`src/hw/rtl/blr_pkg.sv`:
```
// Shared types and constants for the block linear ramp generator.
// No dependencies; every other file of the block imports this package.
`timescale 1ns / 1ps

package blr_pkg;

   localparam int VAL_W    = 32;   // Q16.16 sample, target and time width
   localparam int FUNC_W   = 2;
   localparam int TICKS_W  = 24;   // blocks per millisecond, Q8.16
   localparam int TIME_W   = 31;   // ramp time, never negative
   localparam int PROD_W   = TIME_W + TICKS_W;
   localparam int BLOCKS_W = PROD_W - 32;  // integer part of time times rate
   localparam int DIVQ_W   = VAL_W + 1;    // magnitude of target minus current

   localparam logic [FUNC_W-1:0] FUNC_SET_TIME   = 2'd0;
   localparam logic [FUNC_W-1:0] FUNC_SET_TARGET = 2'd1;
   localparam logic [FUNC_W-1:0] FUNC_STOP       = 2'd2;
   localparam logic [FUNC_W-1:0] FUNC_TICK       = 2'd3;

   // Request to the shared divider.
   typedef struct packed {
      logic                start;
      logic                neg;
      logic [DIVQ_W-1:0]   dividend;
      logic [BLOCKS_W-1:0] divisor;
   } div_req_type;

   // Answer from the shared divider: quotient with sign, saturated to 32 bits.
   typedef struct packed {
      logic                    done;
      logic signed [VAL_W-1:0] quotient;
   } div_rsp_type;

endpackage

```
`src/hw/rtl/blr_if.sv`:
```
// Valid/ready channel interfaces for the ramp generator requests and samples.
// Depends on blr_pkg for the field widths.
`timescale 1ns / 1ps

interface blr_req_if;
   import blr_pkg::*;

   logic                    valid;
   logic                    ready;
   logic [FUNC_W-1:0]       func;
   logic signed [VAL_W-1:0] value;

   modport source (output valid, output func, output value, input ready);
   modport sink   (input valid, input func, input value, output ready);
endinterface

interface blr_rsp_if;
   import blr_pkg::*;

   logic                    valid;
   logic                    ready;
   logic signed [VAL_W-1:0] sample;
   logic                    last;

   modport source (output valid, output sample, output last, input ready);
   modport sink   (input valid, input sample, input last, output ready);
endinterface

```
`src/hw/rtl/block_linear_ramp_generator_core.sv`:
```
// Block linear ramp generator: set_time, set_target and stop requests are handled while idle.
// A block tick goes straight to its samples when no new target or stop is pending; when it
// first turns a new target into a slope it runs one multiply, then the shared divider unless
// the ramp has no blocks; a stop skips both. Samples then leave one per cycle while rsp is ready.
// Reset is synchronous and active high; it clears all ramp state and loads the rate
// register with 45158.
`timescale 1ns / 1ps

module block_linear_ramp_generator_core #(
   parameter int VECTOR = 64
) (
   input  logic                         clock,
   input  logic                         reset,
   blr_req_if.sink                      req_ch,
   blr_rsp_if.source                    rsp_ch,
   input  logic                         csr_wr_en,
   input  logic [blr_pkg::TICKS_W-1:0]  csr_wr_data
);
   import blr_pkg::*;

   // The per-sample step is the block slope shifted by floor(log2(VECTOR)).
   localparam int SHIFT = $clog2(VECTOR + 1) - 1;
   localparam int CNT_W = (VECTOR > 1) ? $clog2(VECTOR) : 1;
   localparam logic [CNT_W-1:0] CNT_LAST = CNT_W'(VECTOR - 1);

   // The sequencer walks a tick through multiply, divide, block setup and emission.
   typedef enum logic [2:0] {
      ST_IDLE,
      ST_MUL,
      ST_LOAD,
      ST_DIV,
      ST_START,
      ST_EMIT
   } state_type;

   state_type state_ff, state_in;

   // Architectural ramp state.
   logic [TIME_W-1:0]       pending_ff, pending_in;
   logic [TIME_W-1:0]       ramp_ff, ramp_in;
   logic signed [VAL_W-1:0] target_ff, target_in;
   logic signed [VAL_W-1:0] base_ff, base_in;
   logic signed [VAL_W-1:0] cur_ff, cur_in;
   logic [BLOCKS_W-1:0]     blocks_ff, blocks_in;
   logic signed [VAL_W-1:0] btarget_ff, btarget_in;
   logic signed [VAL_W-1:0] slope_ff, slope_in;
   logic                    stop_ff, stop_in;
   logic                    rebase_ff, rebase_in;
   logic                    retarget_ff, retarget_in;
   logic [TICKS_W-1:0]      ticks_ff, ticks_in;

   // Working registers for one block.
   logic [PROD_W-1:0]       prod_ff, prod_in;
   logic signed [VAL_W-1:0] acc_ff, acc_in;
   logic signed [VAL_W-1:0] step_ff, step_in;
   logic [CNT_W-1:0]        cnt_ff, cnt_in;
   logic                    rsp_valid_ff, rsp_valid_in;
   logic                    last_ff, last_in;

   // Shared saturating adder, used for the block update and for each sample.
   logic signed [VAL_W-1:0] add_a, add_b, add_sat;
   logic signed [VAL_W:0]   add_sum;

   // Divider hookup.
   div_req_type             div_req;
   div_rsp_type             div_rsp;
   logic signed [VAL_W:0]   diff;
   logic [BLOCKS_W-1:0]     blocks_new;

   logic req_fire;
   logic rsp_fire;

   blr_div u_div (
      .clock (clock),
      .reset (reset),
      .req   (div_req),
      .rsp   (div_rsp)
   );

   assign req_ch.ready  = (state_ff == ST_IDLE);
   assign req_fire      = req_ch.valid && req_ch.ready;
   assign rsp_ch.valid  = rsp_valid_ff;
   assign rsp_ch.sample = acc_ff;
   assign rsp_ch.last   = last_ff;
   assign rsp_fire      = rsp_valid_ff && rsp_ch.ready;

   always_comb begin
      if (state_ff == ST_START) begin
         add_a = cur_ff;
         add_b = slope_ff;
      end else begin
         add_a = acc_ff;
         add_b = step_ff;
      end
      add_sum = {add_a[VAL_W-1], add_a} + {add_b[VAL_W-1], add_b};
      if (add_sum[VAL_W] != add_sum[VAL_W-1])
         add_sat = add_sum[VAL_W] ? {1'b1, {(VAL_W-1){1'b0}}} : {1'b0, {(VAL_W-1){1'b1}}};
      else
         add_sat = add_sum[VAL_W-1:0];
   end

   // The integer part of ramp time times blocks per millisecond is the block count.
   // The slope divides target minus current, taken as sign and magnitude.
   always_comb begin
      blocks_new       = prod_ff[PROD_W-1:32];
      diff             = {target_ff[VAL_W-1], target_ff} - {cur_ff[VAL_W-1], cur_ff};
      div_req.start    = (state_ff == ST_LOAD) && (blocks_new != '0);
      div_req.neg      = diff[VAL_W];
      div_req.dividend = diff[VAL_W] ? DIVQ_W'(-diff) : DIVQ_W'(diff);
      div_req.divisor  = blocks_new;
   end

   always_comb begin
      state_in     = state_ff;
      pending_in   = pending_ff;
      ramp_in      = ramp_ff;
      target_in    = target_ff;
      base_in      = base_ff;
      cur_in       = cur_ff;
      blocks_in    = blocks_ff;
      btarget_in   = btarget_ff;
      slope_in     = slope_ff;
      stop_in      = stop_ff;
      rebase_in    = rebase_ff;
      retarget_in  = retarget_ff;
      ticks_in     = csr_wr_en ? csr_wr_data : ticks_ff;
      prod_in      = prod_ff;
      acc_in       = acc_ff;
      step_in      = step_ff;
      cnt_in       = cnt_ff;
      rsp_valid_in = rsp_valid_ff;
      last_in      = last_ff;

      case (state_ff)
         ST_IDLE: begin
            if (req_fire) begin
               case (req_ch.func)
                  FUNC_SET_TIME: begin
                     // Negative times clamp to zero.
                     pending_in = req_ch.value[VAL_W-1] ? '0 : req_ch.value[TIME_W-1:0];
                  end
                  FUNC_SET_TARGET: begin
                     target_in   = req_ch.value;
                     ramp_in     = pending_ff;
                     pending_in  = '0;
                     stop_in     = 1'b0;
                     retarget_in = 1'b1;
                     // A zero ramp time jumps straight to the target at the next tick.
                     if (pending_ff == '0) begin
                        base_in   = req_ch.value;
                        rebase_in = 1'b1;
                     end
                  end
                  FUNC_STOP: begin
                     stop_in     = 1'b1;
                     retarget_in = 1'b1;
                  end
                  default: begin
                     // Block tick: a latched command is folded in before the samples.
                     if (retarget_ff) begin
                        if (rebase_ff)
                           cur_in = base_ff;
                        state_in = ST_MUL;
                     end else begin
                        state_in = ST_START;
                     end
                  end
               endcase
            end
         end

         ST_MUL: begin
            stop_in     = 1'b0;
            rebase_in   = 1'b0;
            retarget_in = 1'b0;
            if (stop_ff) begin
               // Freeze at the current value.
               target_in  = cur_ff;
               btarget_in = cur_ff;
               blocks_in  = '0;
               slope_in   = '0;
               state_in   = ST_START;
            end else begin
               prod_in  = ramp_ff * ticks_ff;
               state_in = ST_LOAD;
            end
         end

         ST_LOAD: begin
            blocks_in  = blocks_new;
            btarget_in = target_ff;
            if (blocks_new != '0) begin
               state_in = ST_DIV;
            end else begin
               slope_in = '0;
               state_in = ST_START;
            end
         end

         ST_DIV: begin
            if (div_rsp.done) begin
               slope_in = div_rsp.quotient;
               state_in = ST_START;
            end
         end

         ST_START: begin
            // A running ramp advances the block by its slope; a finished one
            // holds the target, which an all-zero step reproduces.
            if (blocks_ff != '0) begin
               acc_in    = cur_ff;
               step_in   = slope_ff >>> SHIFT;
               cur_in    = add_sat;
               blocks_in = blocks_ff - 1'b1;
            end else begin
               acc_in  = btarget_ff;
               step_in = '0;
               cur_in  = btarget_ff;
            end
            cnt_in       = '0;
            rsp_valid_in = 1'b1;
            last_in      = (CNT_LAST == '0);
            state_in     = ST_EMIT;
         end

         ST_EMIT: begin
            if (rsp_fire) begin
               if (cnt_ff == CNT_LAST) begin
                  rsp_valid_in = 1'b0;
                  last_in      = 1'b0;
                  state_in     = ST_IDLE;
               end else begin
                  acc_in  = add_sat;
                  cnt_in  = cnt_ff + 1'b1;
                  last_in = ((cnt_ff + 1'b1) == CNT_LAST);
               end
            end
         end

         default: begin
            state_in = ST_IDLE;
         end
      endcase
   end

   always_ff @(posedge clock) begin
      if (reset) begin
         state_ff     <= ST_IDLE;
         pending_ff   <= '0;
         ramp_ff      <= '0;
         target_ff    <= '0;
         base_ff      <= '0;
         cur_ff       <= '0;
         blocks_ff    <= '0;
         btarget_ff   <= '0;
         slope_ff     <= '0;
         stop_ff      <= 1'b0;
         rebase_ff    <= 1'b0;
         retarget_ff  <= 1'b0;
         ticks_ff     <= TICKS_W'(45158);
         cnt_ff       <= '0;
         rsp_valid_ff <= 1'b0;
         last_ff      <= 1'b0;
      end else begin
         state_ff     <= state_in;
         pending_ff   <= pending_in;
         ramp_ff      <= ramp_in;
         target_ff    <= target_in;
         base_ff      <= base_in;
         cur_ff       <= cur_in;
         blocks_ff    <= blocks_in;
         btarget_ff   <= btarget_in;
         slope_ff     <= slope_in;
         stop_ff      <= stop_in;
         rebase_ff    <= rebase_in;
         retarget_ff  <= retarget_in;
         ticks_ff     <= ticks_in;
         cnt_ff       <= cnt_in;
         rsp_valid_ff <= rsp_valid_in;
         last_ff      <= last_in;
      end
      prod_ff <= prod_in;
      acc_ff  <= acc_in;
      step_ff <= step_in;
   end

endmodule

```
`src/hw/rtl/blr_div.sv`:
```
// Restoring divider, one quotient bit per cycle, with signed saturation.
// Depends on blr_pkg for the request and answer structs.
`timescale 1ns / 1ps

module blr_div (
   input  logic                clock,
   input  logic                reset,
   input  blr_pkg::div_req_type req,
   output blr_pkg::div_rsp_type rsp
);
   import blr_pkg::*;

   localparam int CNT_W = $clog2(DIVQ_W);

   logic [DIVQ_W-1:0]   dvd_ff, dvd_in;
   logic [BLOCKS_W-1:0] dsr_ff, dsr_in;
   logic [BLOCKS_W-1:0] rem_ff, rem_in;
   logic [CNT_W-1:0]    cnt_ff, cnt_in;
   logic                busy_ff, busy_in;
   logic                done_ff, done_in;
   logic                neg_ff, neg_in;

   logic [BLOCKS_W:0]   trial;
   logic [BLOCKS_W:0]   trial_sub;
   logic                fits;

   always_comb begin
      trial     = {rem_ff, dvd_ff[DIVQ_W-1]};
      fits      = (trial >= {1'b0, dsr_ff});
      trial_sub = trial - {1'b0, dsr_ff};

      dvd_in  = dvd_ff;
      dsr_in  = dsr_ff;
      rem_in  = rem_ff;
      cnt_in  = cnt_ff;
      busy_in = busy_ff;
      neg_in  = neg_ff;
      done_in = 1'b0;

      if (req.start) begin
         dvd_in  = req.dividend;
         dsr_in  = req.divisor;
         rem_in  = '0;
         cnt_in  = '0;
         busy_in = 1'b1;
         neg_in  = req.neg;
      end else if (busy_ff) begin
         rem_in = fits ? trial_sub[BLOCKS_W-1:0] : trial[BLOCKS_W-1:0];
         dvd_in = {dvd_ff[DIVQ_W-2:0], fits};
         cnt_in = cnt_ff + 1'b1;
         if (cnt_ff == CNT_W'(DIVQ_W - 1)) begin
            busy_in = 1'b0;
            done_in = 1'b1;
         end
      end
   end

   always_ff @(posedge clock) begin
      if (reset) begin
         busy_ff <= 1'b0;
         done_ff <= 1'b0;
         cnt_ff  <= '0;
      end else begin
         busy_ff <= busy_in;
         done_ff <= done_in;
         cnt_ff  <= cnt_in;
      end
      dvd_ff <= dvd_in;
      dsr_ff <= dsr_in;
      rem_ff <= rem_in;
      neg_ff <= neg_in;
   end

   // The quotient magnitude has 33 bits; fold it back into the signed range.
   always_comb begin
      rsp.done = done_ff;
      if (neg_ff) begin
         if (dvd_ff > {2'b01, {(DIVQ_W-2){1'b0}}})
            rsp.quotient = {1'b1, {(VAL_W-1){1'b0}}};
         else
            rsp.quotient = $signed(-dvd_ff[VAL_W-1:0]);
      end else begin
         if (dvd_ff[DIVQ_W-1] || dvd_ff[VAL_W-1])
            rsp.quotient = {1'b0, {(VAL_W-1){1'b1}}};
         else
            rsp.quotient = $signed(dvd_ff[VAL_W-1:0]);
      end
   end

endmodule

```
`src/flat_wrapper.sv`:
```
// flat-port wrapper written by rule: the top's interface ports become plain ports
module block_linear_ramp_generator_core_flat import blr_pkg::*;
#(
   parameter int VECTOR = 64
)
  (clock, reset, csr_wr_en, csr_wr_data, req_ch_valid, req_ch_func, req_ch_value, req_ch_ready, rsp_ch_valid, rsp_ch_sample, rsp_ch_last, rsp_ch_ready);
  blr_req_if req_ch_i ();
  blr_rsp_if rsp_ch_i ();
  input  logic clock;
  input  logic reset;
  input  logic csr_wr_en;
  input  logic [blr_pkg::TICKS_W-1:0] csr_wr_data;
  input wire logic [$bits(req_ch_i.valid)-1:0] req_ch_valid;
  input wire logic [$bits(req_ch_i.func)-1:0] req_ch_func;
  input wire logic [$bits(req_ch_i.value)-1:0] req_ch_value;
  output wire logic [$bits(req_ch_i.ready)-1:0] req_ch_ready;
  output wire logic [$bits(rsp_ch_i.valid)-1:0] rsp_ch_valid;
  output wire logic [$bits(rsp_ch_i.sample)-1:0] rsp_ch_sample;
  output wire logic [$bits(rsp_ch_i.last)-1:0] rsp_ch_last;
  input wire logic [$bits(rsp_ch_i.ready)-1:0] rsp_ch_ready;
  assign req_ch_i.valid = req_ch_valid;
  assign req_ch_i.func = req_ch_func;
  assign req_ch_i.value = req_ch_value;
  assign req_ch_ready = req_ch_i.ready;
  assign rsp_ch_valid = rsp_ch_i.valid;
  assign rsp_ch_sample = rsp_ch_i.sample;
  assign rsp_ch_last = rsp_ch_i.last;
  assign rsp_ch_i.ready = rsp_ch_ready;
  block_linear_ramp_generator_core #(.VECTOR(VECTOR)) u_core (.clock(clock), .reset(reset), .req_ch(req_ch_i), .rsp_ch(rsp_ch_i), .csr_wr_en(csr_wr_en), .csr_wr_data(csr_wr_data));
endmodule
```
`config.mk`:
```
export PLATFORM = sky130hd
export DESIGN_NAME = block_linear_ramp_generator_core_flat
export DESIGN_NICKNAME = d
export VERILOG_FILES = /design/src/hw/rtl/blr_pkg.sv /design/src/hw/rtl/blr_if.sv /design/src/hw/rtl/block_linear_ramp_generator_core.sv /design/src/hw/rtl/blr_div.sv /design/src/flat_wrapper.sv
export SDC_FILE = /design/constraint.sdc
export NUM_CORES = 2
export LEC_CHECK = 0
export ABC_CLOCK_PERIOD_IN_PS = 19750
export BUFFER_PORTS_ARGS = -buffer_cell sky130_fd_sc_hd__clkbuf_2
export CELL_PAD_IN_SITES_DETAIL_PLACEMENT = 1
export CELL_PAD_IN_SITES_GLOBAL_PLACEMENT = 1
export CORE_UTILIZATION = 25
export DETAILED_ROUTE_END_ITERATION = 7
export PLACE_DENSITY_LB_ADDON = 0.1
export SLEW_MARGIN = 20
export SYNTH_ARGS = -nofsm -noshare
export SYNTH_HDL_FRONTEND = slang
export SYNTH_SLANG_ARGS = --single-unit
```
`constraint.sdc`:
```
create_clock -name clock -period 19.75 [get_ports clock]
set_input_delay 1.975 -clock clock [delete_from_list [all_inputs] [get_ports clock]]
set_output_delay 1.975 -clock clock [all_outputs]
set_load 0.005 [all_outputs]
```
# After elaboration in Yosys (flattened, before gate mapping)
# Index checks and enable logic that the tools add are counted.
[totals] input_bits=63 ff_bits=484 output_inout_bits=35 word_cells=169
[op_classes] mux=67 n_reduce_logical=37 mul=1 eq_ne=26 n_bitwise=2 magnitude_cmp=2 addsub=8
[op_table] operator="$mux W32" n=21
[op_table] operator="$pmux W32 S2" n=4
[op_table] operator="$mux W33" n=3
[op_table] operator="$pmux W32 S3" n=1
[op_table] operator="$mux W23" n=3
[op_table] operator="$pmux W23 S3" n=1
[op_table] operator="$pmux W31 S2" n=1
[op_table] operator="$mul A31 B24 Y55" n=1
[op_table] operator="$reduce_bool A23 Y1" n=2
[op_table] operator="$add A32 B32 Y33" n=1
[op_table] operator="$gt A33 B32 Y1 const B" n=1
[op_table] operator="$neg A33 Y33" n=1
[op_table] operator="$sub A32 B32 Y33" n=1
[op_table] operator="$neg A32 Y32" n=1
[op_table] operator="$logic_not A31 Y1" n=1
[op_table] operator="$mux W31" n=1
[op_table] operator="$ge A24 B23 Y1" n=1
[op_table] operator="$mux W3" n=8
[op_table] operator="$sub A23 B1 Y23 const B" n=1
[op_table] operator="$sub A23 B23 Y23" n=1
[op_table] operator="$ne A2 B2 Y1 const B" n=11
[op_table] operator="$reduce_and A3 Y1" n=7
[op_table] operator="$eq A6 B6 Y1 const B" n=3
[op_table] operator="$pmux W3 S6" n=1
[op_table] operator="other kinds (25)" n=66

# Longest topological paths before layout
[logic_depth] word_depth=8 mapped_depth=27 ltp_nobuf=26

# By module
# Synthesis repeated with hierarchy kept, for this count alone.
[hier_totals] hier_cells=5790 area_unflattened_um2=49372.4
[by_module_without_submodules] module="block_linear_ramp_generator_core" cells_per_inst=5155 seq_area_each_um2=8097.8 area_each_um2=43591.8 n_inst=1
[by_module_without_submodules] module="blr_div" cells_per_inst=635 seq_area_each_um2=2332.2 area_each_um2=5780.5 n_inst=1

# Worst setup path after synthesis
# Ideal clock, no wire load.
[synth_path] kind="register -> register" start="register u_core.ticks_ff[3]" end="register u_core.prod_ff[45], data pin" stages_incl_launch_ff=26 arrival_time_ps=6523 n_path_buf=1 slack_ps=12969 path_cell_list="dfxtp_1 -> clkbuf_1 -> nand2_1 -> fa_1 -> inv_1 -> fa_1 -> inv_1 -> fa_1 -> fa_1 -> inv_1 -> fa_1 -> fa_1 -> inv_1 -> fa_1 -> inv_1 -> ha_1 -> o21a_1 -> o211ai_1 -> a21oi_1 -> a2111o_1 -> o221ai_1 -> o211ai_1 -> a31oi_1 -> o21ai_0 -> a21oi_1 -> xnor2_1"
[synth_between] elab_chain_cells=1
[synth_rtl] element="start: declaration" line="block_linear_ramp_generator_core.sv:50" source="logic [TICKS_W-1:0] ticks_ff, ticks_in;"
[synth_rtl] element="start signal: assignment" line="block_linear_ramp_generator_core.sv:277" source="ticks_ff <= ticks_in;"
[synth_rtl] element="$mul A31 B24 Y55" line="block_linear_ramp_generator_core.sv:184" source="prod_in = ramp_ff * ticks_ff;"
[synth_rtl] element="end signal: assignment" line="block_linear_ramp_generator_core.sv:282" source="prod_ff <= prod_in;"
[synth_rtl] element="end: declaration" line="block_linear_ramp_generator_core.sv:53" source="logic [PROD_W-1:0] prod_ff, prod_in;"
# Every way passes these cells.
# A chain may end at the register's enable or synchronous reset.

# Worst setup path after layout
[layout_path] start="register u_core.ticks_ff[9]" end="register u_core.prod_ff[51], data pin"
# The elaborated chain is that of the path after synthesis.

==> flow_metrics.py <==
metrics = {
    "outcome": {
        "status": "finished, final reports clean",
    },
    "global_route": {
        "grt_use_total_pct": 19.7,
        "grt_pass1_wl_um": 288000,
        "grt_overflow": 0,
        "antenna_found_initial": 8,
        "grt_pass1_vias": 42300,
        "grt_start_max_net_pins": 83,
    },
    "layout": {
        "final_common_cell": "nand2_1",
        "drive_gt1_share_pct": 6.26,
        "fillers": 22483,
        "design_area_um2": 54000,
        "area.growth.synth_to_final_pct": 11.3,
        "most-common-layout-cells": "820 x nand2_1, 810 x inv_1, 638 x fa_1",
        "postLayoutCoreUtil_pct": 28.0,
        "nets": 6546,
    },
    "clock_network": {
        "post_cts_resized": 0,
        "cts_htree_levels": 3,
        "root_buffer": "clkbuf_16",
        "path_clk_slew_ns": 0.07,
        "cts_buffer_depth": 3,
        "cts_hold_buffers": 0,
        "postCtsSetupBuffers": 0,
        "cts.sinks": 452,
        "numCtsBuffers": 67,
        "tritoncts": "yes",
        "clk_latency_ns": 0.69,
    },
    "floorplan": {
        "rows": 161,
        "num_io_pins": 98,
        "die_x_um": 442,
        "core_area_um2": 193000,
        "initial_core_util_pct": 25.2,
        "die-area_um2": 196000,
        "die_y_um": 442,
    },
    "sta": {
        "rsz0062_at_grt": "no",
        "worst_pin_slew_ns": 1.05,
        "whs_ns": 0.465,
        "period_share_pct": 39.5,
        "slew_headroom_pct": 29.8,
        "clock_skew_ns": 0.0330,
        "hold_violations": 0,
        "setup_tns_ns": 0,
        "fmax_ghz": 0.128,
        "setup_viol": 0,
        "period_needed_ns": 7.81,
        "slew_viol_final": 0,
    },
    "setup_path": {
        "cp.buffers_inverters": 6,
        "path_delay_family": "adder cells",
        "crit_top_cell": "fa_1",
        "crit_path_max_incr_delay_ns": 0.55,
        "critPathRequiredTime_ns": 20.17,
        "critical_path.max_fanout": 32,
        "criticalPathCategory": "reg2reg",
        "worstPathArrival_ns": 8.23,
        "cp-start-kind": "register",
        "slowest_stage": "fa_1",
        "worstSetupEndpointType": "register",
    },
    "yosys": {
        "ys_ff_latch": 452,
        "syn_inst": 5640,
        "synth_top_cell_by_area": "fa_1",
        "avgSynthCellArea_um2": 8.60,
        "netlist_area_um2": 48500,
        "synth.yosys.seq_area_share_pct": 21.5,
        "synth_warnings": 0,
        "async_flop_share_pct": 0,
        "yosysUniqueCellTypes": 91,
        "synthTopCellsByArea": "fa_1 26%, dfxtp_1 13%, edfxtp_1 8.5%, ha_1 7.1%, nand2_1 6.4%",
        "synth_top_area_share_pct": 26.3,
        "synthFlopType": "dfxtp_1",
        "synth-edff-count": 138,
        "synth.net_count": 6616,
    },
    "power": {
        "netSwitchingFraction_pct": 49.0,
        "p_switching_w": 0.00284,
        "p_seq_share_pct": 24.0,
        "p_int_w": 0.00296,
        "power.density_nw_per_um2": 107,
        "combPwrFrac_pct": 54.6,
        "power_frac_clock_pct": 21.4,
        "ir_drop_mv": 0.168,
        "p_leak_nw": 23.5,
    },
    "placement": {
        "port_buffers": 97,
        "placed_area_um2": 51700,
        "hpwl_um": 144000,
        "gp_congestion": 0.805,
    },
    "detailed_routing": {
        "drc_errors": 0,
        "viasPerCell": 4.76,
        "wl_per_cell_um": 23.6,
        "firstDrtPassIters": 5,
        "routed-via-count": 38817,
        "drtIter0Drc": 1784,
        "drt_wl_total_um": 192000,
        "antenna_left": 0,
    },
    "min_path": {
        "hold_path.class": "reg2reg",
    },
    "run": {
        "cap_viol_max_count": 0,
    },
}
==> metal layers <==
metal  vias up  global-route usage, %  wire [um]
li1      18139                      -          -
met1     20037                   27.0      91700
met2       463                   33.2      91200
met3       178                   1.87       5140
met4         0                   4.62       4170
met5         -                      0          0
==> path summary, 6_finish.rpt <==
| check | startpoint | to | slack (ns) | cells after the start |
|---|---|---|---|---|
| min | u_core.rsp_ch.last | u_core.rsp_ch.last | 0.46 | 2 |
| min reg2reg | u_core.rsp_ch.last | u_core.rsp_ch.last | 0.46 | 2 |
| max reg2reg | u_core.ticks_ff[9] | u_core.prod_ff[51] | 11.94 | 26 |
| max | u_core.ticks_ff[9] | u_core.prod_ff[51] | 11.94 | 26 |
==> layout make-up <==
class	instances	area, um^2	share of cell area [%]
Antenna cell	5	12.5	0.0232
Clock buffer	98	1960	3.62
Clock inverter	25	248	0.459
Inverter	812	3050	5.65
Multi-Input combinational cell	4045	33900	62.8
Sequential cell	452	10400	19.3
Tap cell	2526	3160	5.86
Timing Repair Buffer	192	1210	2.24
==> flip-flops by register name, summed over array words and instances (netlist names), 26 cells and up <==
| signal | count |
|---|---|
| u_core.cur_ff | 32 |
| u_core.step_ff | 26 |
| u_core.u_div.dvd_ff | 33 |
| u_core.target_ff | 32 |
| u_core.ramp_ff | 31 |
| u_core.base_ff | 32 |
| u_core.btarget_ff | 32 |
| u_core.pending_ff | 31 |
| u_core.rsp_ch.sample | 32 |
| u_core.slope_ff | 32 |
==> tightest hold or removal path, stage by stage, from the launching register on <==
cell,delay (ns)
dfxtp_1,0.31
nand3_1,0.06
a21oi_1,0.05
==> through the flow <==
| step | std cells | total power, W | worst slack, ns |
|---|---|---|---|
| finish | 8155 | 0.00580 | 11.94 |
| global route | 8151 | 0.00625 | 11.52 |
| CTS | 8150 | 0.00589 | 11.79 |
| detailed placement | 8027 | 0.00460 | 11.85 |
| global placement | 8027 | 0.00458 | 11.83 |
| floorplan | 5640 | 0.00348 | 12.97 |
==> power by group through the flow <==
| stage | Combinational [W] | Sequential [W] | Clock [W] |
|---|---|---|---|
| final | 0.00317 | 0.00139 | 0.00124 |
| after global routing | 0.00352 | 0.00141 | 0.00132 |
| after CTS | 0.00321 | 0.00139 | 0.00130 |
| after detailed placement | 0.00319 | 0.00141 | 0 |
| after global placement | 0.00317 | 0.00141 | 0 |
| after floorplan | 0.00219 | 0.00129 | 0 |
==> cell usage after synthesis, types with 7 or more instances <==
master / count
a211o_1: 11
a211oi_1: 119
a21boi_0: 12
a21o_1: 54
a21oi_1: 261
a221oi_1: 9
a22o_1: 26
a22oi_1: 10
a31oi_1: 39
a32oi_1: 22
and2_1: 411
and3_1: 31
buf_1: 17
clkbuf_1: 311
dfxtp_1: 314
edfxtp_1: 138
fa_1: 638
ha_1: 275
inv_1: 812
mux2i_1: 125
nand2_1: 825
nand2b_1: 19
nand3_1: 76
nand4_1: 22
nor2_1: 364
nor2b_1: 29
nor3_1: 63
nor3b_1: 9
nor4_1: 33
o211a_1: 7
o211ai_1: 17
o21a_1: 19
o21ai_0: 188
o21ai_1: 8
o21bai_1: 17
o311ai_0: 22
o31a_1: 10
o31ai_1: 25
or2_2: 9
or3_1: 36
or4_1: 10
xnor2_1: 62
xor2_1: 42
==> kinds of logic (layout without fill, tap and decap cells) <==
| family | count (synthesis) | count (layout) | synth area share [%] |
|---|---|---|---|
| other cells | 0 | 5 | 0 |
| flops | 452 | 452 | 21.5 |
| mux | 129 | 129 | 2.67 |
| fa+ha+maj | 913 | 913 | 33.4 |
| simple gates | 1968 | 1968 | 19.1 |
| buf+inv | 1143 | 1127 | 8.86 |
| xor+xnor | 104 | 104 | 1.88 |
| compound gates | 931 | 931 | 12.5 |
Note: power is estimated with default switching activity, not from simulation.
